$ cat config.mk
export PLATFORM = sky130hd
export DESIGN_NAME = skbt_ctrl
export DESIGN_NICKNAME = d
export VERILOG_FILES = /design/src/design/skbt_pkg.sv /design/src/design/skbt_ctrl.sv
export SDC_FILE = /design/constraint.sdc
export NUM_CORES = 1
export LEC_CHECK = 0
export BUFFER_PORTS_ARGS = -buffer_cell sky130_fd_sc_hd__buf_4
export CAP_MARGIN = 20
export CELL_PAD_IN_SITES_DETAIL_PLACEMENT = 0
export CELL_PAD_IN_SITES_GLOBAL_PLACEMENT = 1
export CORE_MARGIN = 2
export CORE_UTILIZATION = 32
export DETAILED_ROUTE_END_ITERATION = 8
export PLACE_DENSITY = 0.8
export SLEW_MARGIN = 40
export SYNTH_ARGS = -nofsm -noshare
export SYNTH_HDL_FRONTEND = slang
export SYNTH_SLANG_ARGS = --single-unit
$ cat constraint.sdc
create_clock -name i_clk -period 3.1 [get_ports i_clk]
set_input_delay 0.465 -clock i_clk [delete_from_list [all_inputs] [get_ports i_clk]]
set_output_delay 0.465 -clock i_clk [all_outputs]
set_load 0.005 [all_outputs]
$ cat src/design/skbt_pkg.sv
// Shared constants, codes and types for the sorted key bucket table.
// Used by skbt_ctrl, skbt_dpath and sorted_key_bucket_table; depends on nothing.
`default_nettype none

package skbt_pkg;

    localparam int KEY_SLOTS    = 64;
    localparam int BUCKET_DEPTH = 16;
    localparam int ITEM_BITS    = 10;

    localparam int KEY_BITS     = 32;
    localparam int OP_BITS      = 2;
    localparam int STATUS_BITS  = 2;
    localparam int SLOT_BITS    = $clog2(KEY_SLOTS);
    localparam int CNT_BITS     = $clog2(KEY_SLOTS + 1);
    localparam int IDX_BITS     = $clog2(KEY_SLOTS + 3);
    localparam int MEMBER_BITS  = (BUCKET_DEPTH > 1) ? $clog2(BUCKET_DEPTH) : 1;
    localparam int SIZE_BITS    = $clog2(BUCKET_DEPTH + 1);
    localparam int MEMBER_DEPTH = KEY_SLOTS << MEMBER_BITS;

    localparam logic [OP_BITS-1:0] OP_INSERT = 2'd0;
    localparam logic [OP_BITS-1:0] OP_READ   = 2'd1;
    localparam logic [OP_BITS-1:0] OP_CLEAR  = 2'd2;

    localparam logic [STATUS_BITS-1:0] ST_OK          = 2'd0;
    localparam logic [STATUS_BITS-1:0] ST_TABLE_FULL  = 2'd1;
    localparam logic [STATUS_BITS-1:0] ST_BUCKET_FULL = 2'd2;
    localparam logic [STATUS_BITS-1:0] ST_RANGE       = 2'd3;

    localparam int KIND_BITS = 3;
    localparam logic [KIND_BITS-1:0] KIND_ZERO     = 3'd0;
    localparam logic [KIND_BITS-1:0] KIND_APPEND   = 3'd1;
    localparam logic [KIND_BITS-1:0] KIND_BFULL    = 3'd2;
    localparam logic [KIND_BITS-1:0] KIND_TFULL    = 3'd3;
    localparam logic [KIND_BITS-1:0] KIND_NEW      = 3'd4;
    localparam logic [KIND_BITS-1:0] KIND_RD_SLOT  = 3'd5;
    localparam logic [KIND_BITS-1:0] KIND_RD_MEM   = 3'd6;
    localparam logic [KIND_BITS-1:0] KIND_RD_OK    = 3'd7;

    typedef struct packed {
        logic [KEY_BITS-1:0]  key;
        logic [SIZE_BITS-1:0] size;
        logic [SLOT_BITS-1:0] phys;
    } t_slot_entry;

    typedef struct packed {
        logic                 start;
        logic                 clear;
        logic                 scan;
        logic                 latch_hit;
        logic                 append;
        logic                 shift_init;
        logic                 shift;
        logic                 place;
        logic                 rd_slot;
        logic                 rd_member;
        logic                 load;
        logic [KIND_BITS-1:0] kind;
    } t_dp_cmd;

    typedef struct packed {
        logic scan_done;
        logic found;
        logic bucket_full;
        logic table_full;
        logic shift_done;
        logic rd_slot_oor;
        logic rd_mem_oor;
        logic out_free;
    } t_dp_sts;

endpackage

`default_nettype wire

$ cat src/design/skbt_ctrl.sv
// Controller state machine of the sorted key bucket table.
// Sequences scan, shift, place and read steps; depends on skbt_pkg.
`default_nettype none

module skbt_ctrl (
    input  logic                          i_clk,
    input  logic                          i_rst_n,
    input  logic                          i_valid,
    output logic                          o_ready,
    input  logic [skbt_pkg::OP_BITS-1:0]  i_operation,
    input  skbt_pkg::t_dp_sts             i_sts,
    output skbt_pkg::t_dp_cmd             o_cmd
);
    import skbt_pkg::*;

    localparam logic [3:0] S_IDLE     = 4'd0;
    localparam logic [3:0] S_SCAN     = 4'd1;
    localparam logic [3:0] S_DECIDE   = 4'd2;
    localparam logic [3:0] S_SHIFT    = 4'd3;
    localparam logic [3:0] S_PLACE    = 4'd4;
    localparam logic [3:0] S_RD_CHECK = 4'd5;
    localparam logic [3:0] S_RD_SLOT  = 4'd6;
    localparam logic [3:0] S_RD_MEM   = 4'd7;
    localparam logic [3:0] S_FINISH   = 4'd8;

    logic [3:0]           r_state, n_state;
    logic [KIND_BITS-1:0] r_kind, n_kind;

    assign o_ready = (r_state == S_IDLE);

    always_comb begin
        n_state = r_state;
        n_kind  = r_kind;
        o_cmd   = '0;
        o_cmd.kind = r_kind;
        unique case (r_state)
            S_IDLE: begin
                if (i_valid) begin
                    o_cmd.start = 1'b1;
                    unique case (i_operation)
                        OP_INSERT: n_state = S_SCAN;
                        OP_READ:   n_state = S_RD_CHECK;
                        OP_CLEAR: begin
                            o_cmd.clear = 1'b1;
                            n_kind      = KIND_ZERO;
                            n_state     = S_FINISH;
                        end
                        default: begin
                            n_kind  = KIND_ZERO;
                            n_state = S_FINISH;
                        end
                    endcase
                end
            end
            S_SCAN: begin
                o_cmd.scan = 1'b1;
                if (i_sts.scan_done) begin
                    o_cmd.latch_hit = 1'b1;
                    n_state         = S_DECIDE;
                end
            end
            S_DECIDE: begin
                if (i_sts.found) begin
                    if (i_sts.bucket_full) begin
                        n_kind = KIND_BFULL;
                    end else begin
                        o_cmd.append = 1'b1;
                        n_kind       = KIND_APPEND;
                    end
                    n_state = S_FINISH;
                end else if (i_sts.table_full) begin
                    n_kind  = KIND_TFULL;
                    n_state = S_FINISH;
                end else begin
                    o_cmd.shift_init = 1'b1;
                    n_state          = S_SHIFT;
                end
            end
            S_SHIFT: begin
                o_cmd.shift = 1'b1;
                if (i_sts.shift_done) begin
                    n_state = S_PLACE;
                end
            end
            S_PLACE: begin
                o_cmd.place = 1'b1;
                n_kind      = KIND_NEW;
                n_state     = S_FINISH;
            end
            S_RD_CHECK: begin
                if (i_sts.rd_slot_oor) begin
                    n_kind  = KIND_RD_SLOT;
                    n_state = S_FINISH;
                end else begin
                    o_cmd.rd_slot = 1'b1;
                    n_state       = S_RD_SLOT;
                end
            end
            S_RD_SLOT: begin
                o_cmd.rd_member = 1'b1;
                if (i_sts.rd_mem_oor) begin
                    n_kind  = KIND_RD_MEM;
                    n_state = S_FINISH;
                end else begin
                    n_state = S_RD_MEM;
                end
            end
            S_RD_MEM: begin
                n_kind  = KIND_RD_OK;
                n_state = S_FINISH;
            end
            S_FINISH: begin
                if (i_sts.out_free) begin
                    o_cmd.load = 1'b1;
                    n_state    = S_IDLE;
                end
            end
            default: begin
                n_state = S_IDLE;
            end
        endcase
    end

    always_ff @(posedge i_clk) begin
        if (!i_rst_n) begin
            r_state <= S_IDLE;
            r_kind  <= KIND_ZERO;
        end else begin
            r_state <= n_state;
            r_kind  <= n_kind;
        end
    end

endmodule

`default_nettype wire

# Word-level counts from Yosys, hierarchy flattened
# Cells that the tools add are included.
# totals
reg_bits,7
out_inout_bits,15
elab_cells,62
# op_classes
eq_ne,18
muxes,35
n_reduce_logical,7
# op_table
cell,n
two-way mux 4 bit,8
case mux 4 bit (8 select lines),1
two-way mux 3 bit,6
case mux 3 bit (6 select lines),1
equality test 4 x 3 -> 1 bit (second input constant),4
!= test 2 bit (second input constant),7
two-way mux 1 bit,13
two-way mux 2 bit,5
equality test 4 x 2 -> 1 bit (second input constant),2
case mux 4 bit (2 select lines),1
AND reduction 6 bit,1
nonzero test 6 bit,1
equality test 4 x 1 -> 1 bit (second input constant),1
equality test 4 bit (second input constant),1
logical NOT 4 bit,1
AND reduction 4 bit,1
OR reduction 2 bit,2
!= test 3 bit (second input constant),1
equality test 2 x 1 -> 1 bit (second input constant),1
equality test 2 bit (second input constant),1
logical NOT 2 bit,1

# Depth between registers and ports, before layout
# Gate-level depths: netlist of run 1.
# logic_depth
word_depth,5
depth_mapped,6
mapped_depth_nobuf,4

# Worst setup path before layout of run 1
# No wires, ideal clock.
# synth_timing
path_type,register to output
start,reg r_state[0]
end,out o_cmd[12] (netlist name)
arrival_time_ns,1.297
t_required_ns,2.635
setup_slack_ns,1.338
stages_incl_launch_ff,6
path_buffers,1
path_cell_list,dfxtp_1 -> buf_6 -> or4_4 -> inv_1 -> and2_1 -> and3b_1
# synth_lines
item,line_no,text
start: declaration,skbt_ctrl.sv:26,"logic [3:0] r_state, n_state;"
start signal: assignment,skbt_ctrl.sv:129,r_state <= n_state;
end: declaration,skbt_ctrl.sv:12,output skbt_pkg::t_dp_cmd o_cmd

==> impl_metrics.tcl, run 1 <==
set metrics [dict create \
    cp-end-kind "output port" \
    dr.first_iter.drc_count 7 \
    clk_pin_slew_worst_paths_ns 0.05 \
    place_area_sq_um 763 \
    post_cts_resized 0 \
    grt_pass1_vias 539 \
    drv_cap 0 \
    power_leakage_nw 0.354 \
    cts_buffers 3 \
    grt_max_degree 14 \
    hold_viol 0 \
    insertedDiodeCount 0 \
    r2r_cells 4 \
    max_stage_delay_ns 0.60 \
    power.density_nw_per_um2 369 \
    regToRegStartpoint "r_state[1]" \
    arrival_ns 1.76 \
    path_cells "or4_4 > inv_1 > and2_1 > and3b_1 > buf_4" \
    synth_top_cells_by_count "7 x dfxtp_1, 7 x nand2_1, 6 x nor3_1, 5 x nor2_1" \
    placed_cells 120 \
    crit_slowest_cell "or4_4" \
    cp-start-kind "register" \
    slew_viol_final 0 \
    critPathLaunch "r_state[1]" \
    area_delta_synth_final_pct 37.8 \
    grt_pass1_wl_mm 2.34 \
    core_area_sq_um 1710 \
    min_period_ns 2.23 \
    synthFlopType "dfxtp_1" \
    drive_gt1_frac 0.364 \
    drc 0 \
    maxSlewHeadroom 0.745 \
    die_w_microns 46.3 \
    async_reset_ff_frac 0 \
    start_util 0.336 \
    fin_crit_sh 0.719 \
    syn_nets 87 \
    ys_seq_area_frac 0.245 \
    cts_root_buf "clkbuf_4" \
    ant_nets 0 \
    antenna_found_initial 0 \
    die-area_sq_um 2150 \
    synth_area_per_cell_sq_um 7.74 \
    vias_per_cell 4.98 \
    synth_area_sq_um 573 \
    wl_per_cell_microns 11.9 \
    setup_violations 0 \
    cts_tree "done" \
    fmax_ghz 0.449 \
    hold_class "register to register" \
    required_ns 2.63 \
    final_util 0.462 \
    tns_ns 0 \
    finalWirelength_mm 1.47 \
    clk_latency_ns 0.25 \
    cts.sinks 7 \
    final_area_sq_um 790 \
    hpwl_mm 1.17 \
    outcome "complete, no violations" \
    globalplace.congestion 0.856 \
    worst-path-max-fanout 12 \
    num_vias 617 \
    io_pins 28 \
    synth_cell_type_count 39 \
    htreeDepth 1 \
    rsz0062_at_grt "false" \
    die_height_microns 46.3 \
    grt-ovfl-total 0 \
    tightest_slew_ns 0.379 \
    syn-instance-count 74 \
    ctsHoldBuffers 0 \
    skew_ns 0.00771 \
    grt_usage 0.152 \
    synth_top_cell_by_area "dfxtp_1" \
    crit_type "register to output port" \
    final_cells 124 \
    min-delay-start "r_kind[1]" \
    post_cts_buffers 0 \
    peakVddDrop_mv 0.328 \
    drt_first_pass_iters 4 \
    clock_path_buffers 2 \
    synthTopCellsByArea "dfxtp_1 24%, nor3_1 5.2%, nand2_1 4.6%" \
    portBuffers 27 \
    synth_top_area_frac 0.245 \
    n_fill_cell 178 \
    yosysWarnings 0 \
    whs_path_depth 2 \
    ys_ff_latch 7 \
    synth-edff-count 0 \
    rows 15 \
    nNetsFinal 113 \
]
## layer usage
layer	track usage	part of all wire	vias up	wire, microns
met5	0	0	-	0
met4	0.0343	0.0034	0	5
met3	0.0549	0.068	2	100
met2	0.231	0.48	16	700
met1	0.204	0.45	282	667
li1	-	-	317	-
## placed cells by master (no fill, tap or decap), types with 3 or more instances in the layout
cell,instances
buf_4,27
nand2_1,7
dfxtp_1,7
nor3_1,6
nor2_1,5
inv_1,4
a21oi_1,4
nand2b_1,3
o21a_1,3
clkbuf_4,3
## final cells by class
class | instances | area (sq um) | area share
multi-input combinational | 57 | 374 | 0.474
sequential | 7 | 140 | 0.177
timing repair buffer | 27 | 203 | 0.257
tap | 25 | 31.3 | 0.0396
inverter | 4 | 15.0 | 0.0190
clock buffer | 4 | 26.3 | 0.0333
## where the power goes
part           internal [W]  switching [W]   total, W
combinational     0.0000557      0.0000462   0.000102
clock             0.0000491      0.0000337  0.0000828
sequential        0.0000951      0.0000113   0.000106
## through the flow
step	hold WS (ns)	setup WS (ns)	total power, W
after detailed placement	0.459	1.15	0.000209
after floorplan	0.451	1.34	0.000177
after global placement	0.446	1.16	0.000210
after CTS	0.466	0.866	0.000293
final	0.459	0.871	0.000291
after global routing	0.479	0.778	0.000311
## sequential cells by signal, summed over array words and instances, names as in the netlist
register	flops
r_kind	3
r_state	4
## worst max-delay path, delay by kind of cell, from the launching register on
family	cells	cell delay, ns
AND/OR/NAND/NOR	3	0.91
buffers and inverters	2	0.20
flip-flops	1	0.41
## worst paths after layout
kind / slack [ns] / to
setup / recovery: 0.87 / o_cmd[12]
hold reg to reg: 0.46 / r_kind[1]
hold / removal: 0.46 / r_kind[1]
setup reg to reg: 1.35 / r_kind[0]
## logic make-up (layout without fill, tap and decap cells)
logic type | count (synthesis) | count (layout) | synth area share
AND/OR/NAND/NOR | 35 | 35 | 0.354
AO/OA/AOI/OAI | 19 | 19 | 0.245
buffers and inverters | 10 | 35 | 0.103
flip-flops | 7 | 7 | 0.245
multiplexers | 3 | 3 | 0.0546
Note: power is estimated with default switching activity, not from simulation.
==> inputs of run 2 (changes only) <==
- ABC_AREA: default -> 1
- CORE_UTILIZATION: 32 -> 29
- PLACE_DENSITY: 0.8 -> 0.77
- clock period: 3.1 -> 2.18 ns (I/O delays scaled with it)
==> impl_metrics.tcl, run 2 <==
set metrics [dict create \
    ys_seq_area_frac 0.235 \
    top_register "r_state" \
    final_cell_mix "27 x buf_4, 23 x nand2_1, 17 x inv_1" \
    min_period_ns 1.75 \
    synth_area_per_cell_sq_um 6.03 \
    die_w_microns 49.4 \
    largestRegisters "r_state: 4 flops, r_kind: 3 flops" \
    critPathLaunch "r_state[1]" \
    portBuffers 27 \
    power.density_nw_per_um2 854 \
    outcome "complete, no violations" \
    maxSlewHeadroom 0.821 \
    grt_pass1_wl_mm 2.49 \
    min-delay-start "i_rst_n" \
    synth_cell_type_count 16 \
    core_area_sq_um 1940 \
    required_ns 1.85 \
    grt-ovfl-total 0 \
    rsz0062_at_grt "false" \
    cp-start-kind "register" \
    synthFlopType "dfxtp_1" \
    arrival_ns 1.42 \
    fmax_ghz 0.571 \
    die-area_sq_um 2440 \
    finalWirelength_mm 1.48 \
    htreeDepth 1 \
    ctsHoldBuffers 0 \
    vias_per_cell 4.33 \
    grt_pass1_vias 604 \
    drc 0 \
    tightest_slew_ns 0.269 \
    layout_commonest_cell "buf_4" \
    peakVddDrop_mv 0.498 \
    synth_top_cells_by_count "23 x nand2_1, 17 x inv_1, 13 x nor2_1, 7 x dfxtp_1, 7 x nand3_1" \
    clock_path_buffers 2 \
    worst-path-max-fanout 6 \
    insertedDiodeCount 0 \
    start_util 0.307 \
    die_height_microns 49.4 \
    cp-end-kind "output port" \
    drv_cap 0 \
    drive_gt1_frac 0.400 \
    clk_pin_slew_worst_paths_ns 0.05 \
    hold_class "input port to register" \
    rrSetupSlack_ns 0.91 \
    cts_root_buf "clkbuf_4" \
    nNetsFinal 144 \
    synth_top_area_frac 0.235 \
    post_cts_resized 0 \
    wl_per_cell_microns 9.42 \
    rows 16 \
    tns_ns 0 \
    cts_buffers 3 \
    ant_nets 0 \
    hpwl_mm 1.27 \
    syn_nets 112 \
    grt_usage 0.134 \
    dr.first_iter.drc_count 8 \
    largest_reg_flops 4 \
    regToRegStartpoint "r_state[2]" \
    io_pins 28 \
    drt_first_pass_iters 4 \
    synth_area_sq_um 597 \
    setup_violations 0 \
    clk_latency_ns 0.25 \
    crit_type "register to output port" \
    antenna_found_initial 0 \
    synth_top_cell_by_area "dfxtp_1" \
    grt_max_degree 9 \
    fin_ws_ns 0.428 \
    cts_tree "done" \
    num_vias 680 \
    slew_viol_final 0 \
    ys_ff_latch 7 \
    place_ws_ns 0.687 \
    hold_viol 0 \
    globalplace.congestion 0.741 \
    skew_ns 0.00593 \
    p_total_w 0.000734 \
    synth_most_common_cell "nand2_1" \
    post_cts_buffers 0 \
    synth-edff-count 0 \
    yosysWarnings 0 \
    async_reset_ff_frac 0 \
    synthTopCellsByArea "dfxtp_1 23%, nand2_1 14%, inv_1 11%" \
    fin_crit_sh 0.804 \
    cts.sinks 7 \
    power_leakage_nw 0.500 \
    syn-instance-count 99 \
    area_delta_synth_final_pct 44.0 \
]
-- run 2: layout make-up --
type	instances	area, sq um
well taps	27	33.8
multi-input cells	70	374
inverters	22	82.6
fillers	221	1080
flip-flops and latches	7	140
clock buffers	4	26.3
repair buffers	27	203
-- run 2: final timing paths --
path / end / cells past startpoint
max: o_cmd[12] / 6
min: r_kind[1] / 3
max reg2reg: r_kind[0] / 7
min reg2reg: r_kind[0] / 2
-- run 2: power by group --
group | switching, W | internal, W
clock network | 0.0000480 | 0.0000699
logic | 0.000229 | 0.000184
registers | 0.0000385 | 0.000165
total | 0.000315 | 0.000419
-- run 2: through the flow --
step / instances / cell area, sq um / util / hold slack (ns)
floorplan: 99 / 597 / - / 0.448
global placement: 153 / 833 / 0.429 / 0.469
detailed placement: 153 / 833 / 0.429 / 0.473
CTS: 157 / 860 / 0.443 / 0.324
global route: 157 / 860 / 0.443 / 0.321
finish: 157 / 860 / 0.443 / 0.327
-- run 2: routing by layer --
metal	part of all wire	up-vias	GRT usage
met3	0.053	5	0.0276
li1	-	370	-
met5	0	-	0
met1	0.45	289	0.163
met2	0.48	16	0.225
met4	0.016	0	0.0571
-- run 2: worst max-delay path: stages (launching register included) --
cell and delay (ns):
dfxtp_1 0.36, nor2_2 0.20, inv_1 0.12, nor2_4 0.12, inv_2 0.04, nor4_1 0.17, buf_4 0.16
-- run 2: logic make-up (layout without fill, tap and decap cells) --
family,after synthesis,in the layout,synth area share
flops,7,7,0.235
simple gates,63,63,0.562
buf+inv,22,53,0.138
compound gates,7,7,0.0650
